File: config.mk
export PLATFORM = sky130hd
export DESIGN_NAME = lpah_ram
export DESIGN_NICKNAME = d
export VERILOG_FILES = /design/src/lpah_ram.sv
export SDC_FILE = /design/constraint.sdc
export NUM_CORES = 1
export LEC_CHECK = 0
export BUFFER_PORTS_ARGS = -buffer_cell sky130_fd_sc_hd__buf_2
export CORE_UTILIZATION = 46
export DETAILED_ROUTE_END_ITERATION = 8
export PLACE_DENSITY = 0.69
export SYNTH_ARGS = -nofsm -noshare
export SYNTH_HDL_FRONTEND = slang
export SYNTH_SLANG_ARGS = --single-unit
File: constraint.sdc
create_clock -name clk -period 1.9 [get_ports clk]
set_input_delay 0.095 -clock clk [delete_from_list [all_inputs] [get_ports clk]]
set_output_delay 0.095 -clock clk [all_outputs]
set_load 0.03 [all_outputs]
File: src/lpah_ram.sv
// Generic single-write, single-read RAM with registered read data.
// No dependencies.
module lpah_ram #(
  parameter int WIDTH = 8,
  parameter int DEPTH = 16
) (
  input  logic                     clk,
  input  logic                     we,
  input  logic [$clog2(DEPTH)-1:0] waddr,
  input  logic [WIDTH-1:0]         wdata,
  input  logic [$clog2(DEPTH)-1:0] raddr,
  output logic [WIDTH-1:0]         rdata
);

  logic [WIDTH-1:0] mem [DEPTH];

  always_ff @(posedge clk) begin
    if (we) begin
      mem[waddr] <= wdata;
    end
    rdata <= mem[raddr];
  end

endmodule

### Word level (Yosys, flattened, before mapping)

Memories as Yosys holds them, arrays and structs flattened. A register that Yosys moved wholly into a read port is not among the register bits.
Cells that the tools add are included.

* register bits after elaboration: 0
* memory bits (writable): 128
* bits of input ports: 18
* output and inout port bits: 8
* memories: 1

* muxes and demuxes: 2

Memory list
* mem: words 16, bits a word 8, rd ports 1, clocked after Yosys merged registers in 1, write ports 1, line 15 `logic [WIDTH-1:0] mem [DEPTH];`

Operator list (number)
* two-way mux 1 bit: 2

### Longest topological paths before layout

* depth after elaboration: 2
* gate-level depth with buffers: 5
* depth with buffers taken out: 3

### Worst setup path before layout

No wires, ideal clock.

* path type: input to register
* from: input port waddr[2]
* to: memory mem[0][0] (enable)
* library setup time: 0.383 ns
* arrival time: 1.205 ns
* required time: 1.517 ns
* path slack: 0.312 ns
* stages: 2
* path buffers: 0
* path through: or3b_2 -> nor3_1

RTL lines
* start: declaration: line 9 `input logic [$clog2(DEPTH)-1:0] waddr,`
* end: declaration: line 15

Straight into the memory's write port.

==> results.yml <==
outcome:
  status: "complete, no violations"
grt:
  grt_first_pass_wirelength_um: 14400
  antenna_found_initial: 0
  grt_util_all_layers_pct: 18.4
  overflow: 0
  grt_pass1_vias: 2500
  grt_max_degree: 33
clock_tree:
  hold_buffers: 8
  root_buffer: "clkbuf_8"
  htree_levels: 4
  clockBufferDepth: 2
  postCtsSetupBuffers: 0
  clkTransAtPathRegs_ps: 60
  cts_buffers: 17
  cts_tree: "built"
  cts_resized: 0
  clock_latency_ps: 510
  cts.sinks: 136
route:
  drc: 0
  wl_um: 9360
  drt_first_pass_iters: 4
  vias: 2414
  wire_per_inst_um: 21.1
  via_per_inst: 5.44
  ant_nets: 0
  drtIter0Drc: 177
setup_path:
  crit_type: "reg2reg"
  slowest_delay_ps: 500
  cp-start-kind: "flip-flop"
  crit_chain: "mux4_1 > a22oi_1 > nand2_1"
  cpMaxStageDelayCell: "mux4_1"
  cp_num_buf_inv: 0
  crit_path_end_kind: "flip-flop"
  cp_max_fo: 1
  cpLargestDelayFamily: "multiplexers"
  critPathArrivalTime_ps: 1740
  cp.required_ps: 2290
cells_and_area:
  antenna-diode-count: 0
  syn_to_final_growth_pct: 20.7
  final_nets: 309
  instances_no_fill: 444
  drive_above_1_share_pct: 30.6
power:
  power_density_nw_per_um2: 1130
  p_leak_nw: 2.13
  power_mw: 7.00
  max-vdd-ir-drop_v: 0.000540
die:
  initial_core_util_pct: 47.3
  die_y_um: 108
  core-area_sq_um: 10900
  ios: 26
  die_x_um: 108
  die_area_sq_um: 11600
  num_rows: 38
sta:
  rsz0062_at_grt: "false"
  final_min_period_over_clock_period_pct: 71.3
  finClkSkew_ps: 5.42
  max_slew_margin_pct: 58.3
  worst_slew_pin_slew_ps: 624
  fin_tns_setup_ps: 0
  setup_viol: 0
  fin_crit_ps: 1350
  hold_viol: 0
  fmax_mhz: 739
  final_max_slew_viol_count: 0
placed_design:
  io_buffers: 25
  post-dp-hpwl_um: 6230
  place_inst: 404
  place_congestion: 0.721
flow_run:
  cap_violations: 0
synth:
  avgSynthCellArea_sq_um: 22.5
  synth_cell_types: 19
  synthCells: 229
  synth_seq_cells: 136
  synthesis.nets: 247
  yosysSeqAreaShare_pct: 77.8
  syn_area_sq_um: 5150
  synth_warnings: 0
hold_path:
  hold_path_class: "in2reg"
-- kinds of logic (layout without fill, tap and decap cells) --
family	count (synthesis)	in the layout	synth area share, %
buffers and inverters	10	85	1.68
AND/OR/NAND/NOR	35	35	3.18
AO/OA/AOI/OAI	16	16	2.33
multiplexers	32	32	15.0
flip-flops	136	136	77.8
-- cells in the mapped netlist (all sizes together) --
cell           instances  area [sq um]
a22oi                 16           120
and2                   1          6.26
and2b                  1          7.51
buf                    7          56.3
clkdlybuf4s25          3          30.0
dfxtp                  8           160
edfxtp               128          3840
mux4                  32           773
nand2                  9          33.8
nand2b                 2          12.5
nand3                  1          5.00
nand3b                 2          15.0
nor2                  13          48.8
nor2b                  1          6.26
nor3                   4          20.0
or3b                   1          8.76
-- layout make-up --
type,count,area [sq um]
Timing Repair Buffer,53,368
Sequential cell,136,4000
Clock inverter,7,115
Tap cell,140,175
Fill cell,773,4670
Clock buffer,25,494
Multi-Input combinational cell,83,1060
-- power by group --
group | switching, mW | total [mW] | internal, mW
logic | 0.209 | 0.354 | 0.144
clock network | 1.10 | 3.27 | 2.17
registers | 0.0179 | 3.37 | 3.36
total | 1.33 | 7.00 | 5.67
-- layout by cell type, fill, tap and decap left out, types with 3 or more instances in the layout --
cell type      Yosys  routed
mux4_1            14      14
clkbuf_8           0       6
edfxtp_1         128     128
a22oi_1           16      16
nor3_1             4       4
buf_4              1      19
bufinv_16          0       3
clkbuf_16          0      16
mux4_2            18      18
clkbuf_1           0       3
nand2_1            9       9
dlygate4sd3_1      0       8
nor2_1            13      13
dfxtp_1            8       8
buf_2              3      25
-- path summary, 6_finish.rpt --
kind | end | from | slack, ps | cells after the start
setup / recovery | rdata[1] | mem[1][1] | 550 | 3
hold / removal | rdata[1] | raddr[2] | 100 | 4
setup reg to reg | rdata[1] | mem[1][1] | 550 | 3
hold reg to reg | rdata[4] | mem[15][4] | 670 | 3
-- metrics by stage --
stage / instance area, sq um / setup slack [ps] / util, % / hold WS, ps
6_report: 6210 / 546 / 57.1 / 103
2_1_floorplan: 5150 / 312 / - / 194
3_3_place_gp: 5520 / 344 / 50.7 / 484
4_1_cts: 6210 / 538 / 57.1 / 58.5
3_5_place_dp: 5520 / 335 / 50.7 / 500
5_1_grt: 6210 / 462 / 57.1 / 77.5
-- worst reg2reg max path, cell delays in order (launching register included) --
cell and delay [ps]:
edfxtp_1 350, mux4_1 500, a22oi_1 310, nand2_1 80
-- layer usage --
metal | GRT usage, % | part of all wire [%] | wire, um
met4 | 7.63 | 1.1 | 99
met2 | 30.2 | 51 | 4810
met3 | 5.51 | 3.0 | 279
met5 | 0 | 0 | 0
met1 | 22.8 | 45 | 4180
-- sequential cells by signal, summed over array words and instances (netlist names) --
register  flops
mem         128
rdata         8
Note: power is estimated with default switching activity, not from simulation.
