## config.mk

```make
export PLATFORM = sky130hd
export DESIGN_NAME = lpah_front
export DESIGN_NICKNAME = d
export VERILOG_FILES = /design/src/lpah_pkg.sv /design/src/lpah_front.sv
export SDC_FILE = /design/constraint.sdc
export NUM_CORES = 2
export LEC_CHECK = 0
export ABC_AREA = 0
export BUFFER_PORTS_ARGS = -buffer_cell sky130_fd_sc_hd__buf_2
export CORE_UTILIZATION = 55
export CTS_CLUSTER_DIAMETER = 100
export DETAILED_ROUTE_END_ITERATION = 10
export GPL_TIMING_DRIVEN = 0
export PLACE_DENSITY = 0.73
export RECOVER_POWER = 100
export SLEW_MARGIN = 20
export SYNTH_ARGS = -nofsm -noshare
export SYNTH_HDL_FRONTEND = slang
export SYNTH_SLANG_ARGS = --single-unit
```

## constraint.sdc

```tcl
create_clock -name clk -period 12.2 [get_ports clk]
set_clock_uncertainty 0.05 [all_clocks]
set_input_delay 1.22 -clock clk [delete_from_list [all_inputs] [get_ports clk]]
set_output_delay 1.22 -clock clk [all_outputs]
set_load 0.005 [all_outputs]
```

## src/lpah_pkg.sv

```systemverilog
// Shared types and constants for the linear-probe accumulating hash table.
// No dependencies; all block modules but lpah_ram import this package.
package lpah_pkg;

  localparam int SLOT_BITS  = 10;
  localparam int DEPTH      = 1 << SLOT_BITS;
  localparam int MAX_PROBES = 32;
  localparam int PROBE_W    = $clog2(MAX_PROBES + 1);
  localparam int MIN_BITS   = 2;
  localparam int HASH_ROUNDS = 4;
  localparam int MIX_SHIFT  = 2;
  localparam int ROUND_W    = $clog2(HASH_ROUNDS);
  localparam int CFG_W      = 4;
  localparam int OCC_W      = SLOT_BITS + 1;
  localparam int IN_DATA_W  = 208;
  localparam int OUT_DATA_W = 248;
  localparam int QUEUE_DEPTH = 2;

  localparam logic [31:0] HASH_A = 32'h8c678e6b;
  localparam logic [31:0] HASH_B = 32'h9c16f733;
  localparam logic [31:0] HASH_P = 32'hFFFFFFFB;
  localparam logic [CFG_W-1:0] CFG_RESET = CFG_W'(SLOT_BITS);

  typedef enum logic [1:0] {
    MODE_ADD    = 2'd0,
    MODE_LOOKUP = 2'd1,
    MODE_READ   = 2'd2,
    MODE_CLEAR  = 2'd3
  } mode_t;

  localparam logic [2:0] ST_OK       = 3'd0;
  localparam logic [2:0] ST_HIT      = 3'd1;
  localparam logic [2:0] ST_FULL     = 3'd2;
  localparam logic [2:0] ST_ZERO_KEY = 3'd3;
  localparam logic [2:0] ST_MISS     = 3'd4;

  typedef struct packed {
    mode_t                mode;
    logic                 zero_key;
    logic [63:0]          key_start;
    logic [63:0]          key_end;
    logic [63:0]          work;
    logic [SLOT_BITS-1:0] slot_select;
    logic [SLOT_BITS-1:0] home;
  } op_t;

  typedef struct packed {
    logic        valid;
    logic [63:0] key_start;
    logic [63:0] key_end;
    logic [63:0] work;
    logic [31:0] hits;
  } slot_t;

  localparam int SLOT_W = $bits(slot_t);

  typedef struct packed {
    logic push;
    logic full;
  } qctl_t;

endpackage

```

## src/lpah_front.sv

```systemverilog
// Front end: accepts items, checks for zero keys and computes the home slot hash.
// Depends on lpah_pkg.
module lpah_front import lpah_pkg::*; (
  input  logic                 clk,
  input  logic                 rst_n,
  input  logic                 in_tvalid,
  output logic                 in_tready,
  input  logic [IN_DATA_W-1:0] in_tdata,
  input  logic [1:0]           in_tuser,
  input  logic                 init_done,
  input  logic                 q_full,
  output qctl_t                qctl,
  output op_t                  push_op
);

  typedef enum logic [8:0] {
    F_IDLE  = 9'b000000001,
    F_MUL   = 9'b000000010,
    F_ADD   = 9'b000000100,
    F_FOLD1 = 9'b000001000,
    F_FOLD2 = 9'b000010000,
    F_SUB   = 9'b000100000,
    F_RMUL  = 9'b001000000,
    F_RMIX  = 9'b010000000,
    F_PUSH  = 9'b100000000
  } fstate_t;

  fstate_t            state_r, state_nxt;
  op_t                op_r, op_nxt;
  logic [63:0]        prod_r, prod_nxt;
  logic [34:0]        fold_r, fold_nxt;
  logic [31:0]        h_r, h_nxt;
  logic [ROUND_W-1:0] round_r, round_nxt;
  logic [63:0]        key_x;
  logic [31:0]        key;
  logic [31:0]        mix;
  logic               accept;

  assign in_tready = (state_r == F_IDLE) && init_done;
  assign accept    = in_tvalid && in_tready;
  assign key_x     = op_r.key_start ^ op_r.key_end;
  assign key       = key_x[33:2];
  assign mix       = prod_r[31:0];
  assign qctl.push = (state_r == F_PUSH) && !q_full;
  assign qctl.full = q_full;

  always_comb begin
    push_op      = op_r;
    push_op.home = h_r[SLOT_BITS-1:0];
  end

  always_comb begin
    state_nxt = state_r;
    op_nxt    = op_r;
    prod_nxt  = prod_r;
    fold_nxt  = fold_r;
    h_nxt     = h_r;
    round_nxt = round_r;
    unique case (state_r)
      F_IDLE: begin
        if (accept) begin
          op_nxt.mode        = mode_t'(in_tuser);
          op_nxt.key_start   = in_tdata[63:0];
          op_nxt.key_end     = in_tdata[127:64];
          op_nxt.work        = in_tdata[191:128];
          op_nxt.slot_select = in_tdata[201:192];
          op_nxt.zero_key    = (in_tdata[63:0] == '0) || (in_tdata[127:64] == '0);
          op_nxt.home        = '0;
          round_nxt          = '0;
          if ((mode_t'(in_tuser) == MODE_ADD || mode_t'(in_tuser) == MODE_LOOKUP)
              && !op_nxt.zero_key) begin
            state_nxt = F_MUL;
          end else begin
            h_nxt     = '0;
            state_nxt = F_PUSH;
          end
        end
      end
      F_MUL: begin
        prod_nxt  = 64'(HASH_A) * 64'(key);
        state_nxt = F_ADD;
      end
      F_ADD: begin
        prod_nxt  = prod_r + 64'(HASH_B);
        state_nxt = F_FOLD1;
      end
      F_FOLD1: begin
        fold_nxt  = 35'(prod_r[63:32]) * 35'd5 + 35'(prod_r[31:0]);
        state_nxt = F_FOLD2;
      end
      F_FOLD2: begin
        fold_nxt  = 35'(fold_r[34:32]) * 35'd5 + 35'(fold_r[31:0]);
        state_nxt = F_SUB;
      end
      F_SUB: begin
        h_nxt     = (fold_r >= 35'(HASH_P)) ? 32'(fold_r - 35'(HASH_P)) : fold_r[31:0];
        state_nxt = F_RMUL;
      end
      F_RMUL: begin
        prod_nxt  = 64'(h_r) * 64'({h_r[30:0], 1'b1});
        state_nxt = F_RMIX;
      end
      F_RMIX: begin
        h_nxt     = (mix << MIX_SHIFT) | (mix >> MIX_SHIFT);
        round_nxt = round_r + 1'b1;
        state_nxt = (round_r == ROUND_W'(HASH_ROUNDS - 1)) ? F_PUSH : F_RMUL;
      end
      F_PUSH: begin
        if (!q_full) begin
          state_nxt = F_IDLE;
        end
      end
      default: state_nxt = F_IDLE;
    endcase
  end

  always_ff @(posedge clk) begin
    if (!rst_n) begin
      state_r <= F_IDLE;
    end else begin
      state_r <= state_nxt;
    end
    op_r    <= op_nxt;
    prod_r  <= prod_nxt;
    fold_r  <= fold_nxt;
    h_r     <= h_nxt;
    round_r <= round_nxt;
  end

endmodule

```

# Word-level counts from Yosys, hierarchy flattened
# Index checks and enable logic that the tools add are counted.
# Widths: inputs -> output; s select.
# word_totals
in_bits	215
elab_cells	69
output_inout_bits	218
ff_bits	347
# op_classes
reduce_logical	19
eq_ne	14
n_mul	4
order_cmp	1
bitwise	2
add_sub_neg	5
muxes	13
# ops
operator	n
$pmux 64 s3	1
$logic_not 64->1	2
$mux 32	3
$pmux 32 s3	1
$pmux 9 s9	1
$pmux 35 s2	1
$add 64x32->64 const B	1
$mul 32x32->64	1
$mul 32x32->64 const A	1
$mux 9	4
$add 35x32->35	1
$ge 35x32->1 const B	1
$mul 32x3->35 const B	1
$xor 34x34->34	1
$add 6x32->33	1
$or 32x30->32	1
$sub 32x32->32 const B	1
$eq 9x1->1 const B	1
$eq 9x2->1 const B	1
$eq 9x3->1 const B	1
$eq 9x4->1 const B	1
$eq 9x5->1 const B	1
$eq 9x6->1 const B	1
$eq 9x7->1 const B	1
17 further kinds	28

# Longest topological paths before layout
# logic_depth
ltp_word	7
ltp_mapped	30
depth_no_buf	29

# Least setup slack after synthesis
# OpenSTA, ideal clock, no wires.
# synth_path
kind	reg-to-reg
startpoint	reg state_r[7]
endpoint	reg prod_r[0], enable pin
n_path_buf	0
stages_incl_launch_ff	5
synth_period_minus_slack_ps	8104
setup_ps	661
required_ps	11489
t_arrival_ps	7392
slack_ps	4096
cell_sequence	dfxtp_1 nor2_1 nand2_1 or2_2 o41ai_1
# synth_via
elab_chain_cells	2
word_cells_on_any_way	4
classes_between	eq/ne (3); reduce/logical (1)
# synth_lines
element	line_no	text
start: declaration	lpah_front.sv:28	fstate_t state_r, state_nxt;
start signal: assignment	lpah_front.sv:121	state_r <= state_nxt;
$eq 9x7->1 (tied with other cells)	lpah_front.sv:59	unique case (state_r)
$reduce_bool 3->1 (no line) (*)	--	
end signal: assignment	lpah_front.sv:124	prod_r <= prod_nxt;
end: declaration	lpah_front.sv:30	logic [63:0] prod_r, prod_nxt;
# Every way passes the cells marked *; elsewhere a longest branch is shown, timed or not.
# A chain may end at the register's enable or synchronous reset.

# Final worst setup path
# layout_path
startpoint	reg h_r[12]
endpoint	reg prod_r[55], data pin
# layout_via
elab_chain_cells	2
# layout_lines
element	line_no	text
start: declaration	lpah_front.sv:32	logic [31:0] h_r, h_nxt;
start signal: assignment	lpah_front.sv:126	h_r <= h_nxt;
$mul 32x32->64	lpah_front.sv:100	prod_nxt = 64'(h_r) * 64'({h_r[30:0], 1'b1});
$pmux 64 s3	lpah_front.sv:59	
via prod_nxt[55]	lpah_front.sv:30	
# The timed path passes the listed nets, and every way through them passes these cells.

==> impl_results.rst <==
.. list-table::
   :header-rows: 1

   * - Metric
     - Value
   * - Result of the run
     - complete, but fails checks
   * - Violated checks
     - capacitance limit, slew limit
   * - Met3 capacity usage during global routing
     - 0.0669
   * - Net count after synthesis
     - 8748
   * - Cells taking the most area after synthesis
     - sky130_fd_sc_hd__fa_1 (37%), sky130_fd_sc_hd__edfxtp_1 (16%), sky130_fd_sc_hd__ha_1 (14%)
   * - Critical path class
     - flip-flop to flip-flop
   * - Share of synthesized area occupied by flip-flops and latches
     - 0.158
   * - CTS Root Cell
     - sky130_fd_sc_hd__clkbuf_16
   * - Final cell utilization of the core
     - 0.597
   * - Post-layout min period
     - 10.54 ns
   * - Max-cap violation count
     - 2
   * - Synth cell types
     - 98
   * - Max-slew violations
     - 208
   * - Yosys warns
     - 0
   * - Final Cycle Share
     - 0.864
   * - Path class of the lowest-slack min-delay path
     - flip-flop to flip-flop
   * - Max stage delay cell, worst path
     - sky130_fd_sc_hd__clkbuf_1
   * - Syn Area/Cell
     - 9.97 um^2
   * - Ports
     - 433
   * - Proportion of netlist area held by the largest area contributor
     - 0.373
   * - Category of the worst setup path launch point
     - flip-flop
   * - Global routing usage summed across all routing layers
     - 0.352
   * - Number of DRC violations after detailed-routing iteration 0
     - 4755
   * - Post-synthesis instance area
     - 0.0654 mm^2
   * - CP max stage delay
     - 0.90 ns
   * - Final estimated routing congestion in global placement
     - 1.02
   * - Overall overflow remaining after global route
     - 0
   * - Setup repair after global routing missed its margin
     - false
   * - Htree depth
     - 2
   * - Hold buffers post-CTS
     - 0
   * - Fraction of synthesis flops using an asynchronous set or reset pin
     - 0
   * - Tightest Pin Transition
     - 5.34 ns
   * - Width of the die
     - 347 um
   * - Critical Path Sink Type
     - flip-flop
   * - Worst-path maximum fanout
     - 10
   * - Antenna violations before repair
     - 9
   * - Final-layout fill cell count
     - 10300
   * - Mapped Cells
     - 6564
   * - Met1 routing resource usage after global routing
     - 0.442
   * - Area delta synth->final
     - 7.68%
   * - Vertical die dimension
     - 347 um
   * - Antenna violation net count after detailed routing
     - 0
   * - Cell Area, Placed
     - 0.0697 mm^2
   * - Total setup violations reported at the end of the flow
     - 0
   * - Synth area leader
     - sky130_fd_sc_hd__fa_1
   * - Number of vias per cell
     - 5.70
   * - Routed wire length
     - 208 mm
   * - Number of buffers created by CTS
     - 38
   * - Arrival time worst endpoint
     - 10.75 ns
   * - Net count, final
     - 9233
   * - First-pass GRT wire length
     - 316 mm
   * - Number of buffer cells added on primary ports
     - 426
   * - Number of setup buffers added after CTS
     - 0
   * - Number of flops mapped to enable cells by yosys
     - 338
   * - Initial standard-cell utilization of the core
     - 0.555
   * - Cell type with the highest occurrence count on the critical path
     - sky130_fd_sc_hd__fa_1
   * - HPWL after detailed placement
     - 178 mm
   * - Data required time of the critical path
     - 12.41 ns
   * - Share of post-route cells with drive strength above 1
     - 0.0437
   * - Core region area
     - 0.118 mm^2
   * - Commonest register cell after synthesis
     - sky130_fd_sc_hd__edfxtp_1
   * - Full die area
     - 0.120 mm^2
   * - Number of sinks driven by the clock tree
     - 347
   * - Worst skew pair latency
     - 0.60 ns
   * - Number of gates given a new drive strength after cts
     - 0
   * - Post-detailed-route wirelength per cell
     - 24.1 um
   * - Count of standard-cell rows
     - 126
   * - Routed vias
     - 49100
   * - Register Area
     - 0.0103 mm^2
   * - Length of the first detailed-routing pass in iterations
     - 7
   * - Number of register bits inferred by synthesis
     - 347
   * - Met2 Use GR
     - 0.583
   * - Via count of the first global-routing pass
     - 52200
   * - Headroom to the max-slew limit
     - -2.56
   * - Post-route DRC violation count
     - 0
   * - Sum of negative setup slack
     - 0 ns
   * - Global-route layer with the greatest usage
     - met2
   * - Fmax
     - 94.9 MHz
   * - Summed area of non-filler cells in the final layout
     - 0.0704 mm^2
   * - CTS tree
     - done
   * - Clk slew on worst S/H paths
     - 0.06 ns
   * - Multi-input combinational cell area
     - 0.0478 mm^2
   * - Largest net degree at the start of global routing
     - 106
   * - List of cells traversed by the critical path
     - clkbuf_1 > clkbuf_1 > and2_0 > fa_1 > fa_1 > fa_1 > inv_1 > fa_1 > inv_1 > fa_1 > inv_1 > fa_1 > inv_1 > fa_1 > fa_1 > ha_1 > a21oi_1 > o21ai_0 > a21oi_1 > a31oi_1 > a211oi_1 > o31ai_1 > xnor2_1 > o221ai_1
   * - Number of hold violations in the final report
     - 0
   * - Clock Tree Buf Depth
     - 3
==> cells in the final DEF (no fill, tap or decap), types with 147 or more instances in the layout <==
master / synthesis / routed
sky130_fd_sc_hd__clkbuf_1: 181 / 470
sky130_fd_sc_hd__and2_1: 219 / 216
sky130_fd_sc_hd__ha_1: 751 / 751
sky130_fd_sc_hd__xnor2_1: 166 / 166
sky130_fd_sc_hd__inv_1: 1710 / 1709
sky130_fd_sc_hd__buf_2: 5 / 166
sky130_fd_sc_hd__a21oi_1: 185 / 185
sky130_fd_sc_hd__nand2_1: 457 / 457
sky130_fd_sc_hd__nor2_1: 211 / 211
sky130_fd_sc_hd__o21ai_0: 146 / 147
sky130_fd_sc_hd__fa_1: 1218 / 1218
sky130_fd_sc_hd__edfxtp_1: 338 / 338
==> synthesized netlist by cell type (73+ instances only) <==
cell,n
sky130_fd_sc_hd__a21o_1,115
sky130_fd_sc_hd__a21oi_1,185
sky130_fd_sc_hd__and2_1,219
sky130_fd_sc_hd__clkbuf_1,181
sky130_fd_sc_hd__edfxtp_1,338
sky130_fd_sc_hd__fa_1,1218
sky130_fd_sc_hd__ha_1,751
sky130_fd_sc_hd__inv_1,1710
sky130_fd_sc_hd__nand2_1,457
sky130_fd_sc_hd__nand4_1,73
sky130_fd_sc_hd__nor2_1,211
sky130_fd_sc_hd__o21ai_0,146
sky130_fd_sc_hd__xnor2_1,166
sky130_fd_sc_hd__xor2_1,149
==> metal layers <==
layer	wire, um	part of all wire
met1	77500	0.37
met2	98000	0.47
met3	19300	0.093
met4	13000	0.063
met5	46	0.00022
==> logic make-up after synthesis <==
logic type | synth area share
buffers and inverters | 0.112
AO/OA/AOI/OAI | 0.0758
adder cells (fa/ha/maj) | 0.517
XOR/XNOR | 0.0422
flip-flops | 0.158
multiplexers | 0.00218
AND/OR/NAND/NOR | 0.0935
==> final timing paths <==
path	end	from	depth (start not counted)	slack, ns
min	round_r[0]$_SDFFCE_PN0P_	round_r[0]$_SDFFCE_PN0P_	1	0.54
max	prod_r[55]$_DFFE_PP_	h_r[12]$_DFFE_PP_	24	1.66
max reg2reg	prod_r[55]$_DFFE_PP_	h_r[12]$_DFFE_PP_	24	1.66
min reg2reg	round_r[0]$_SDFFCE_PN0P_	round_r[0]$_SDFFCE_PN0P_	1	0.54
==> sequential cells by signal (all words and copies together), names as in the netlist <==
name,count
prod_r,64
state_r,9
h_r,32
round_r,2
push_op,205
fold_r,35
==> critical path, delay by kind of cell (launching register included) <==
kind | cells | cell delay [ns]
buffers and inverters | 6 | 1.97
AO/OA/AOI/OAI | 7 | 2.29
AND/OR/NAND/NOR | 1 | 0.37
flip-flops | 1 | 0.62
XOR/XNOR | 1 | 0.46
adder cells (fa/ha/maj) | 9 | 4.42
==> layout make-up <==
class | instances | share of cell area
clock inverter | 25 | 0.00334
timing repair buffer | 445 | 0.0267
inverter | 1714 | 0.0913
buffer | 211 | 0.0125
tap | 1536 | 0.0273
clock buffer | 41 | 0.0137
antenna | 11 | 0.000391
sequential | 347 | 0.147
multi-input combinational | 4292 | 0.678
==> per-stage QoR <==
step                std cells  setup WS (ns)  hold slack, ns
finish                   8622           1.66           0.535
global route             8612           1.55           0.552
CTS                      8611           2.02           0.531
detailed placement       8545           2.06           0.522
global placement         8526        -0.0926           0.502
floorplan                6564           4.10           0.488
Power is not shown: default switching activity piles up to over one toggle a cycle in this logic, so the estimate is an artifact.
