<file path="src/lpah_pkg.sv">
// Shared types and constants for the linear-probe accumulating hash table.
// No dependencies; all block modules but lpah_ram import this package.
package lpah_pkg;

  localparam int SLOT_BITS  = 10;
  localparam int DEPTH      = 1 << SLOT_BITS;
  localparam int MAX_PROBES = 32;
  localparam int PROBE_W    = $clog2(MAX_PROBES + 1);
  localparam int MIN_BITS   = 2;
  localparam int HASH_ROUNDS = 4;
  localparam int MIX_SHIFT  = 2;
  localparam int ROUND_W    = $clog2(HASH_ROUNDS);
  localparam int CFG_W      = 4;
  localparam int OCC_W      = SLOT_BITS + 1;
  localparam int IN_DATA_W  = 208;
  localparam int OUT_DATA_W = 248;
  localparam int QUEUE_DEPTH = 2;

  localparam logic [31:0] HASH_A = 32'h8c678e6b;
  localparam logic [31:0] HASH_B = 32'h9c16f733;
  localparam logic [31:0] HASH_P = 32'hFFFFFFFB;
  localparam logic [CFG_W-1:0] CFG_RESET = CFG_W'(SLOT_BITS);

  typedef enum logic [1:0] {
    MODE_ADD    = 2'd0,
    MODE_LOOKUP = 2'd1,
    MODE_READ   = 2'd2,
    MODE_CLEAR  = 2'd3
  } mode_t;

  localparam logic [2:0] ST_OK       = 3'd0;
  localparam logic [2:0] ST_HIT      = 3'd1;
  localparam logic [2:0] ST_FULL     = 3'd2;
  localparam logic [2:0] ST_ZERO_KEY = 3'd3;
  localparam logic [2:0] ST_MISS     = 3'd4;

  typedef struct packed {
    mode_t                mode;
    logic                 zero_key;
    logic [63:0]          key_start;
    logic [63:0]          key_end;
    logic [63:0]          work;
    logic [SLOT_BITS-1:0] slot_select;
    logic [SLOT_BITS-1:0] home;
  } op_t;

  typedef struct packed {
    logic        valid;
    logic [63:0] key_start;
    logic [63:0] key_end;
    logic [63:0] work;
    logic [31:0] hits;
  } slot_t;

  localparam int SLOT_W = $bits(slot_t);

  typedef struct packed {
    logic push;
    logic full;
  } qctl_t;

endpackage

</file>
<file path="src/lpah_queue.sv">
// Short operation queue between the hashing front end and the table engine.
// Depends on lpah_pkg.
module lpah_queue import lpah_pkg::*; (
  input  logic  clk,
  input  logic  rst_n,
  input  logic  push,
  input  op_t   push_op,
  input  logic  pop,
  output op_t   head,
  output logic  empty,
  output logic  full
);

  localparam int PTR_W = $clog2(QUEUE_DEPTH);
  localparam int CNT_W = $clog2(QUEUE_DEPTH + 1);

  op_t              q_r [QUEUE_DEPTH];
  logic [PTR_W-1:0] wr_r, wr_nxt;
  logic [PTR_W-1:0] rd_r, rd_nxt;
  logic [CNT_W-1:0] cnt_r, cnt_nxt;

  assign empty = (cnt_r == '0);
  assign full  = (cnt_r == CNT_W'(QUEUE_DEPTH));
  assign head  = q_r[rd_r];

  always_comb begin
    wr_nxt  = wr_r;
    rd_nxt  = rd_r;
    cnt_nxt = cnt_r;
    if (push && !full) begin
      wr_nxt = wr_r + 1'b1;
    end
    if (pop && !empty) begin
      rd_nxt = rd_r + 1'b1;
    end
    case ({push && !full, pop && !empty})
      2'b10:   cnt_nxt = cnt_r + 1'b1;
      2'b01:   cnt_nxt = cnt_r - 1'b1;
      default: cnt_nxt = cnt_r;
    endcase
  end

  always_ff @(posedge clk) begin
    if (!rst_n) begin
      wr_r  <= '0;
      rd_r  <= '0;
      cnt_r <= '0;
    end else begin
      wr_r  <= wr_nxt;
      rd_r  <= rd_nxt;
      cnt_r <= cnt_nxt;
    end
    if (push && !full) begin
      q_r[wr_r] <= push_op;
    end
  end

endmodule

</file>
<file path="config.mk">
export PLATFORM = sky130hd
export DESIGN_NAME = lpah_queue
export DESIGN_NICKNAME = d
export VERILOG_FILES = /design/src/lpah_pkg.sv /design/src/lpah_queue.sv
export SDC_FILE = /design/constraint.sdc
export NUM_CORES = 1
export LEC_CHECK = 0
export ABC_AREA = 1
export ABC_CLOCK_PERIOD_IN_PS = 13400
export BUFFER_PORTS_ARGS = -buffer_cell sky130_fd_sc_hd__buf_2
export CORE_MARGIN = 3
export CORE_UTILIZATION = 30
export CTS_CLUSTER_DIAMETER = 100
export CTS_CLUSTER_SIZE = 8
export DETAILED_ROUTE_END_ITERATION = 10
export PLACE_DENSITY = 0.57
export SLEW_MARGIN = 5
export SYNTH_ARGS = -nofsm -noshare
export SYNTH_HDL_FRONTEND = slang
export SYNTH_SLANG_ARGS = --single-unit
</file>
<file path="constraint.sdc">
create_clock -name clk -period 13.4 [get_ports clk]
set_input_delay 0 -clock clk [delete_from_list [all_inputs] [get_ports clk]]
set_output_delay 0 -clock clk [all_outputs]
set_load 0.01 [all_outputs]
</file>
---- After elaboration in Yosys (flattened, before gate mapping) ----
Memory sizes are Yosys's and may differ from the RTL's. A register that Yosys moved wholly into a read port is not among the register bits.
Index checks and enable logic that the tools add are counted.
storage, ports and cells
  register bits after elaboration ......... 4
  memory bits (writable) .................. 430
  bits of input ports ..................... 219
  output and inout bits ................... 217
  word-level logic and storage cells ...... 22
  memories ................................ 1
memory list
  memory  words  width  rd ports  clocked after memory_dff  wr ports  line              text
  q_r     2      215    1         1                         1         lpah_queue.sv:17  op_t q_r [QUEUE_DEPTH];
cells by class
  $add $sub $neg .......................... 4
  eq/ne operators ......................... 3
  multiplexer cells ....................... 5
  reduce and logical (&&, ||, !) cells .... 6
operators by type and width
  cell                   count
  $eq A2 B2 Y1 const B   2
  $mux W1                4
  $pmux W2 S2            1
  $add A1 B1 Y1 const B  2
  $add A2 B1 Y2 const B  1
  $eq A2 B1 Y1 const B   1
  $logic_and A1 B1 Y1    2
  $logic_not A1 Y1       2
  $logic_not A2 Y1       1
  $reduce_bool A2 Y1     1
  $sub A2 B1 Y2 const B  1

---- Longest topological paths before layout ----
Gate-level depths: netlist (run 1).
  depth in word-level cells ............... 5
  depth in mapped cells ................... 10
  depth with buffers taken out ............ 10

---- Worst setup path after synthesis (run 1) ----
OpenSTA, ideal clock, no wires.
  path kind ............................... reg2reg
  from .................................... register cnt_r[0]
  to ...................................... memory q_r[0][0] (netlist name) (enable)
  library setup time ...................... 794 ps
  arrival time ............................ 9579 ps
  data required time ...................... 12606 ps
  setup slack ............................. 3028 ps
  stages on the path, launching flop included .. 5
  buffers on the path ..................... 0
  period minus slack after synthesis ...... 10372 ps
  cells stage by stage .................... dfxtp_1 -> nor2_1 -> nor2_1 -> inv_1 -> nor2_1
on the way
  word-level cells in the longest chain between the ends .. 5
ends and longest elaborated chain
  item                           line              text
  from (decl)                    lpah_queue.sv:20  logic [CNT_W-1:0] cnt_r, cnt_nxt;
  from (signal assigned)         lpah_queue.sv:51  cnt_r <= cnt_nxt;
  $eq A2 B2 Y1                   lpah_queue.sv:23  assign full = (cnt_r == CNT_W'(QUEUE_DEPTH));
  via full                       lpah_queue.sv:11  output logic full
  $logic_not A1 Y1               lpah_queue.sv:53  if (push && !full) begin
  $logic_and A1 B1 Y1            lpah_queue.sv:53
  $mux W1                        lpah_queue.sv:53
  $mux W1 (not written as such)  lpah_queue.sv:54  q_r[wr_r] <= push_op;
  to (decl)                      lpah_queue.sv:17
The timed path passes the listed nets, and every way through them passes these cells.

==> flow_summary.yaml, run 1 <==
cts:
  clock-sinks: 435
  clkLatencyLatePin_ps: 590
  clkTransAtPathRegs_ps: 50
  root_buffer: "clkbuf_16"
  htreeDepth: 2
  cts_made_buffers: 60
  clockBufferDepth: 3
  cts_tree: "done"
global_route:
  grt_pass1_wl_um: 55800
  grt-ovfl-total: 0
  grt_pass1_vias: 10000
  grt_use_total: 0.125
  grt_max_degree: 147
  antenna_found_initial: 3
floorplanning:
  core-area_um2: 53300
  io_pins: 436
  chipHeight_um: 240
  die_x_um: 240
  die_area_um2: 57400
  placementRows: 84
  start_util: 0.307
worst_hold_path:
  hold_class: "in2reg"
final_layout:
  syn_to_final_growth_pct: 41.4
  final_layout_size_suffix_gt1_frac: 0.503
  n_fill_cell: 4701
  finalNonFillerCells: 2128
  fin_util: 0.435
  layout.nets: 1628
  final_cell_mix: "435 x buf_2, 430 x edfxtp_1, 220 x dlygate4sd3_1"
  final_common_cell: "buf_2"
yosys:
  ys_types: 14
  syn_inst: 709
  yosys-top-cells-area: "edfxtp_1 79%, mux2_4 14%, mux2_2 4.5%"
  syn_avg_cell_area_um2: 23.1
  synth_top_area_share: 0.789
  synth_warnings: 0
  synth_area_um2: 16400
  yosysSeqAreaShare: 0.795
  synth-seq-cells: 435
  yosys.area.top_type: "edfxtp_1"
  synth_fp_nets: 929
route:
  drt-pass1-iter-count: 4
  ant_nets: 0
  wirelength_um: 37400
  vias: 9024
  drt_iter0_drc: 412
  wire_per_inst_um: 17.6
  drc: 0
  viasPerCell: 4.24
sta:
  tightest_slew_ps: 1110
  layout_min_cycle_time_ps: 3090
  final.setup_skew_ps: 20.9
  fmax_mhz: 324
  finalWorstSetupSlack_ps: 10310
  max-slew-margin-rel: 0.261
  setup_viol: 0
  hold_viol_final: 0
  tns_ps: 0
  min_period_over_period: 0.230
  slew_viol_final: 0
  grt_setup_unrepaired: "no"
critical_path:
  r2r-end: "q_r[0][76]"
  end_kind: "output pin"
  cp_data_required_time_ps: 13400
  worstRegToRegCells: 7
  worst_setup_path_start_kind: "flop"
  crit_chain: "buf_4 -> mux2_4 -> buf_2"
  path_depth: 3
  worst-path-max-fanout: 66
  reg2reg_from: "cnt_r[1]"
  critPathTopFamily: "flip-flops"
  r2r_setup_slack_ps: 10390
  path_buf_inv: 2
  cp-endpoint: "head[163]"
  crit_type: "reg2out"
  cp_slowest_cell: "dfxtp_4"
  worstPathArrival_ps: 3090
  cpPeakStageDelay_ps: 1030
placed_design:
  portBuffers: 435
  place_hpwl_um: 23400
  gp_congestion: 0.721
  place_inst: 1814
  dp_worst_setup_slack_ps: 10450
power:
  p_comb_frac: 0.194
  peakVddDrop_mv: 0.121
  pwr-share-clk: 0.356
  cell_internal_pwr_mw: 2.89
  swShare: 0.245
  power_density_nw_per_um2: 165
  netSwitchingPower_mw: 0.939
  pwr-share-seq: 0.450
  p_leak_nw: 8.96
status:
  status: "finished clean"
run:
  maxCapViolations: 0
==> worst register-to-register path: cells and delay by family, from the launching register on <==
kind | cells | cell delay (ps)
buffers and inverters | 4 | 1880
flip-flops | 1 | 320
AND/OR/NAND/NOR | 3 | 350
==> worst min-delay path by stage <==
stage / start / end / slack (ps) / cells past startpoint
detailed placement: push_op[209] / q_r[1][209] / 190 / 1
finish: push_op[6] / q_r[1][6] / 130 / 2
floorplan: push_op[0] / q_r[0][0] / 100 / 0
CTS: push_op[7] / q_r[1][7] / 70 / 2
global placement: push_op[84] / q_r[0][84] / 190 / 1
global route: push_op[27] / q_r[0][27] / 100 / 2
==> power by group through the flow <==
stage	Clock, mW	Sequential (mW)	Combinational (mW)
global placement	0	1.74	0.701
finish	1.36	1.72	0.741
global route	1.47	1.74	0.797
detailed placement	0	1.75	0.703
CTS	1.41	1.72	0.759
floorplan	0	1.76	0.467
==> sequential cells by signal, indices dropped and copies added, names as in the netlist, named ones only <==
signal  cells
cnt_r       2
q_r       430
rd_r        1
wr_r        1
==> cell type report <==
cell class | instances | area, um^2 | share of cell area
clock inverter | 3 | 47.5 | 0.00205
tap | 688 | 861 | 0.0372
sequential | 435 | 13000 | 0.562
antenna | 3 | 7.51 | 0.000324
clock buffer | 88 | 1630 | 0.0703
multi-input combinational | 241 | 3100 | 0.134
timing repair buffer | 661 | 4450 | 0.192
inverter | 9 | 41.3 | 0.00178
==> repair_timing <==
item,CTS,global route
gates resized for setup,0,0
endpoints found under the hold margin,435,0
hold buffers,220,0
setup buffers,0,0
setup endpoints to repair,0,0
==> stage by stage <==
step	instance area, um^2	power [mW]	hold slack, ps
2_1_floorplan	16400	2.23	98.9
3_3_place_gp	19300	2.44	187
3_5_place_dp	19300	2.45	191
4_1_cts	23100	3.90	74.5
5_1_grt	23100	4.01	98.9
6_report	23200	3.83	132
==> per-layer routing <==
metal  up-vias  share of wire  track usage
li1       4209              -            -
met1      4442           0.38        0.138
met3        77          0.077       0.0446
met4         2          0.032       0.0498
met5         -        0.00035            0
met2       294           0.51        0.220
==> synth_stat cells <==
master	count
nand2_1	8
nand4_1	1
mux2_2	65
mux2_4	150
ha_1	1
o21ai_0	1
buf_2	6
inv_1	9
nand3_1	1
a21oi_1	1
nor2_1	13
buf_6	18
edfxtp_1	430
dfxtp_1	5
==> kinds of logic after synthesis <==
logic type / Yosys count / share of synthesized area
buffers and inverters: 33 / 0.0163
flip-flops: 435 / 0.795
multiplexers: 215 / 0.182
adder cells (fa/ha/maj): 1 / 0.000764
AO/OA/AOI/OAI: 2 / 0.000611
AND/OR/NAND/NOR: 23 / 0.00550
(Power assumes the default switching activity.)
==> inputs of run 2 (changes only) <==
- ABC_CLOCK_PERIOD_IN_PS: 13400 -> 2900
- clock period: 13.4 -> 2.9 ns (I/O delays scaled with it)
==> run 2 against run 1 <==
Compared with the run above: cell count rose by 0.99%; global-route usage rose by 0.32 points; hold slack improved by 7.3 ps; sequential power rose to 4.6 times the previous value; wire length grew 2.3%; non-clock buffer count up 26; die area unchanged; critical endpoint is now head[87]; largest power group unchanged.
==> flow_summary.yaml, run 2 (synthesis results as in run 1) <==
global_route:
  grt_pass1_vias: 10100
  grt-ovfl-total: 0
  grt_pass1_wl_um: 57000
  grt_max_degree: 83
  grt_use_total: 0.128
  antenna_found_initial: 2
final_layout:
  final_common_cell: "buf_2"
  layout.nets: 1654
  largest_reg_flops: 430
  fin_util: 0.441
  syn_to_final_growth_pct: 43.6
  finalNonFillerCells: 2149
  final_layout_size_suffix_gt1_frac: 0.518
  reg.largest.list: "q_r (430), cnt_r (2)"
  final_cell_mix: "435 x buf_2, 430 x edfxtp_1, 220 x dlygate4sd3_1"
  top_register: "q_r"
cts:
  postCtsSetupBuffers: 0
  cts_tree: "done"
  clkTransAtPathRegs_ps: 50
  root_buffer: "clkbuf_16"
  htreeDepth: 2
  cts.repair.resized: 0
  clkLatencyLatePin_ps: 580
  clock-sinks: 435
  clockBufferDepth: 3
  cts_made_buffers: 60
sta:
  fmax_mhz: 436
  min_period_over_period: 0.791
  tightest_slew_ps: 791
  hold_viol_final: 0
  slew_viol_final: 0
  setup_viol: 0
  final.setup_skew_ps: 17.1
  grt_setup_unrepaired: "no"
  layout_min_cycle_time_ps: 2290
  max-slew-margin-rel: 0.471
route:
  drc: 0
  drt_iter0_drc: 402
  drt-pass1-iter-count: 4
  viasPerCell: 4.28
  vias: 9195
  ant_nets: 0
  wirelength_um: 38300
  wire_per_inst_um: 17.8
floorplanning:
  io_pins: 436
  chipHeight_um: 240
  start_util: 0.307
  die_area_um2: 57400
  core-area_um2: 53300
  die_x_um: 240
  placementRows: 84
power:
  power_density_nw_per_um2: 757
  p_leak_nw: 9.13
  peakVddDrop_mv: 0.614
critical_path:
  end_kind: "output pin"
  cpPeakStageDelay_ps: 650
  critPathTopFamily: "flip-flops"
  worst-path-max-fanout: 64
  worstPathArrival_ps: 2290
  crit_chain: "buf_12 -> mux2_4 -> buf_2"
  worst_setup_path_start_kind: "flop"
  path_buf_inv: 2
  crit_type: "reg2out"
  cp_slowest_cell: "dfxtp_4"
  cp_data_required_time_ps: 2900
  reg2reg_from: "cnt_r[1]"
placed_design:
  gp_congestion: 0.747
  place_hpwl_um: 25400
  portBuffers: 435
  place_inst: 1840
status:
  status: "finished clean"
worst_hold_path:
  worstHoldStart: "push_op[3]"
  hold_class: "in2reg"
run:
  maxCapViolations: 0
-- run 2: cell count changes in the layout (fill, tap and decap cells not counted), sizes merged --
cell,before,now
inv,11,8
diode,3,1
clkbuf,88,86
bufinv,1,0
clkinvlp,0,1
clkinv,0,2
buf,441,467
-- run 2: final timing paths --
path                 end  slack, ps  cells after the start
max             head[87]        610                      3
max reg2reg  q_r[1][185]        860                      6
min reg2reg         rd_r        490                      2
min            q_r[1][3]        140                      2
-- run 2: timing repair --
item / CTS / global route
setup endpoints to repair: 0 / 0
hold buffers: 220 / 0
hold endpoints to repair: 437 / 0
-- run 2: worst reg2reg max path: cells and delay by family, from the launching register on --
kind / cells / cell delay (ps)
and+or+nand+nor: 3 / 260
DFF: 1 / 340
buffers and inverters: 3 / 1150
-- run 2: final cells by class --
type                            instances  area, um^2
Sequential cell                       435       13000
Multi-Input combinational cell        241        3120
Antenna cell                            1        2.50
Clock buffer                           86        1650
Timing Repair Buffer                  687        4810
Tap cell                              688         861
Inverter                                9        37.5
Clock inverter                          2        21.3
Fill cell                            4659       29800
-- run 2: per-layer routing --
metal | GRT usage | wire, um | vias to the layer above
li1 | - | - | 4256
met1 | 0.149 | 15100 | 4569
met2 | 0.226 | 19500 | 292
met3 | 0.0358 | 2530 | 76
met4 | 0.0482 | 1060 | 2
met5 | 0 | 13 | -
-- run 2: power breakdown --
group          switching, mW  internal (mW)  leakage (nW)
Clock                   2.39           3.85         0.809
Sequential             0.192           7.70          4.06
Combinational           1.79           1.88          4.26
-- run 2: stage by stage --
stage                     power [mW]  TNS, ps  setup slack, ps  hold WS, ps  cell area [um^2]
final                           17.8        0              607          139             23500
after global routing            18.6        0              470          103             23500
after CTS                       18.1        0              508         77.3             23500
after detailed placement        11.5        0              758          191             19600
after global placement          11.5        0              789          188             19600
after floorplan                 10.2  -574200            -1340         98.9             16400
==> inputs of run 3 (changes only) <==
- ABC_CLOCK_PERIOD_IN_PS: 2900 -> 2200
- clock period: 2.9 -> 2.2 ns (I/O delays scaled with it)
==> run 3 against run 2 <==
Compared with the run above: core utilization up 0.075 points; non-clock buffer count up 8; register-to-register slack worse by 660 ps; critical path type is now reg2reg; highest routed layer is now met4.
==> flow_summary.yaml, run 3 (synthesis results as in run 1) <==
power:
  p_comb_frac: 0.213
  p_leak_nw: 9.15
  pwr-share-seq: 0.443
  swShare: 0.247
  pwr-share-clk: 0.344
  power_density_nw_per_um2: 992
  peakVddDrop_mv: 0.706
  cell_internal_pwr_mw: 17.6
  total_power_mw: 23.4
  netSwitchingPower_mw: 5.76
final_layout:
  top_register: "q_r"
  final_common_cell: "buf_2"
  final_cell_mix: "435 x buf_2, 430 x edfxtp_1, 220 x dlygate4sd3_1"
  layout.nets: 1662
  syn_to_final_growth_pct: 43.8
  largest_reg_flops: 430
  final_layout_size_suffix_gt1_frac: 0.520
  reg.largest.list: "q_r (430), cnt_r (2)"
sta:
  max-slew-margin-rel: 0.726
  hold_viol_final: 0
  final.setup_skew_ps: 23.3
  layout_min_cycle_time_ps: 2000
  min_period_over_period: 0.907
  fin_hold_ws_ps: 145
  tightest_slew_ps: 411
  slew_viol_final: 0
  grt_setup_unrepaired: "no"
  fmax_mhz: 501
  setup_viol: 0
cts:
  cts_tree: "done"
  clkTransAtPathRegs_ps: 50
  cts_made_buffers: 60
  cts.repair.resized: 0
  root_buffer: "clkbuf_16"
  clockBufferDepth: 3
  htreeDepth: 2
  clock-sinks: 435
  clkLatencyLatePin_ps: 580
route:
  viasPerCell: 4.20
  vias: 9066
  drc: 0
  wire_per_inst_um: 17.9
  ant_nets: 0
  drt_iter0_drc: 363
  drt-pass1-iter-count: 4
  wirelength_um: 38600
global_route:
  antenna_found_initial: 1
  grt_max_degree: 58
  grt_pass1_vias: 10100
  grt_pass1_wl_um: 57700
  grt-ovfl-total: 0
  grt_use_total: 0.130
critical_path:
  crit_start: "cnt_r[1]"
  r2r_setup_slack_ps: 200
  worst-path-max-fanout: 3
  reg2reg_from: "cnt_r[1]"
  worstRegToRegCells: 8
  end_kind: "flop"
  crit_type: "reg2reg"
  worst_setup_path_start_kind: "flop"
  worstPathArrival_ps: 2460
  cp-endpoint: "wr_r"
  r2r-end: "wr_r"
  cp_data_required_time_ps: 2670
worst_hold_path:
  hold_class: "in2reg"
  hold_depth: 2
placed_design:
  portBuffers: 435
  place_hpwl_um: 25800
  gp_congestion: 0.745
floorplanning:
  die_area_um2: 57400
  chipHeight_um: 240
  die_x_um: 240
  io_pins: 436
  core-area_um2: 53300
  placementRows: 84
  start_util: 0.307
status:
  status: "finished clean"
run:
  maxCapViolations: 0
-- run 3: cell count changes in the layout (fill, tap and decap cells not counted), sizes merged --
cell	delta
clkinv	-1
buf	+8
clkinvlp	+1
inv	+1
clkbuf	-1
-- run 3: what timing repair did --
item,in CTS,in global routing
hold buffers,220,0
hold endpoints to repair,435,0
endpoints found under the setup margin,60,0
buffers inserted,2,0
-- run 3: critical path, cell delays in order (launching register included) --
cell and delay (ps):
dfxtp_2 330, inv_2 70, nor2_4 40, nor2_2 160, nand2_2 100, nand2_1 60
dlygate4sd3_1 550, nor2_1 40, dlygate4sd3_1 540
-- run 3: worst min-delay path by stage --
| stage | startpoint | to | slack (ps) |
|---|---|---|---|
| 2_1_floorplan | push_op[0] | q_r[0][0] | 100 |
| 3_3_place_gp | push_op[203] | q_r[0][203] | 190 |
| 3_5_place_dp | push_op[150] | q_r[1][150] | 190 |
| 4_1_cts | push_op[203] | q_r[1][203] | 80 |
| 5_1_grt | push_op[53] | q_r[0][53] | 110 |
| 6_report | push_op[2] | q_r[1][2] | 150 |
-- run 3: layout make-up --
cell class | instances | area, um^2
diodes | 1 | 2.50
clock buffers | 85 | 1600
clock inverters | 3 | 32.5
fillers | 4656 | 29700
inverters | 9 | 37.5
multi-input cells | 241 | 3120
flip-flops and latches | 435 | 13000
well taps | 688 | 861
repair buffers | 695 | 4890
-- run 3: routing by layer --
metal  wire length (um)  vias to the layer above  GRT usage
met1              14800                     4465      0.148
li1                   -                     4270          -
met2              20100                      280      0.233
met3               3000                       51     0.0464
met4                687                        0     0.0346
met5                  0                        -          0
-- run 3: stage by stage --
| step | setup slack [ps] | cell area (um^2) | setup TNS (ps) | util | std cells |
|---|---|---|---|---|---|
| after floorplan | -2040 | 16400 | -875200 | - | 709 |
| final | 204 | 23600 | 0 | 0.442 | 2157 |
| after global routing | 91.4 | 23600 | 0 | 0.442 | 2156 |
| after detailed placement | 421 | 19700 | 0 | 0.370 | 1846 |
| after CTS | 142 | 23600 | 0 | 0.442 | 2156 |
| after global placement | 476 | 19700 | 0 | 0.370 | 1846 |
-- run 3: power groups by stage --
stage          Clock [mW]  Combinational [mW]  Sequential, mW
6_report             8.04                4.98            10.4
4_1_cts              8.34                5.10            10.4
2_1_floorplan           0                2.86            10.6
3_3_place_gp            0                4.69            10.5
5_1_grt              8.71                5.34            10.4
3_5_place_dp            0                4.72            10.5
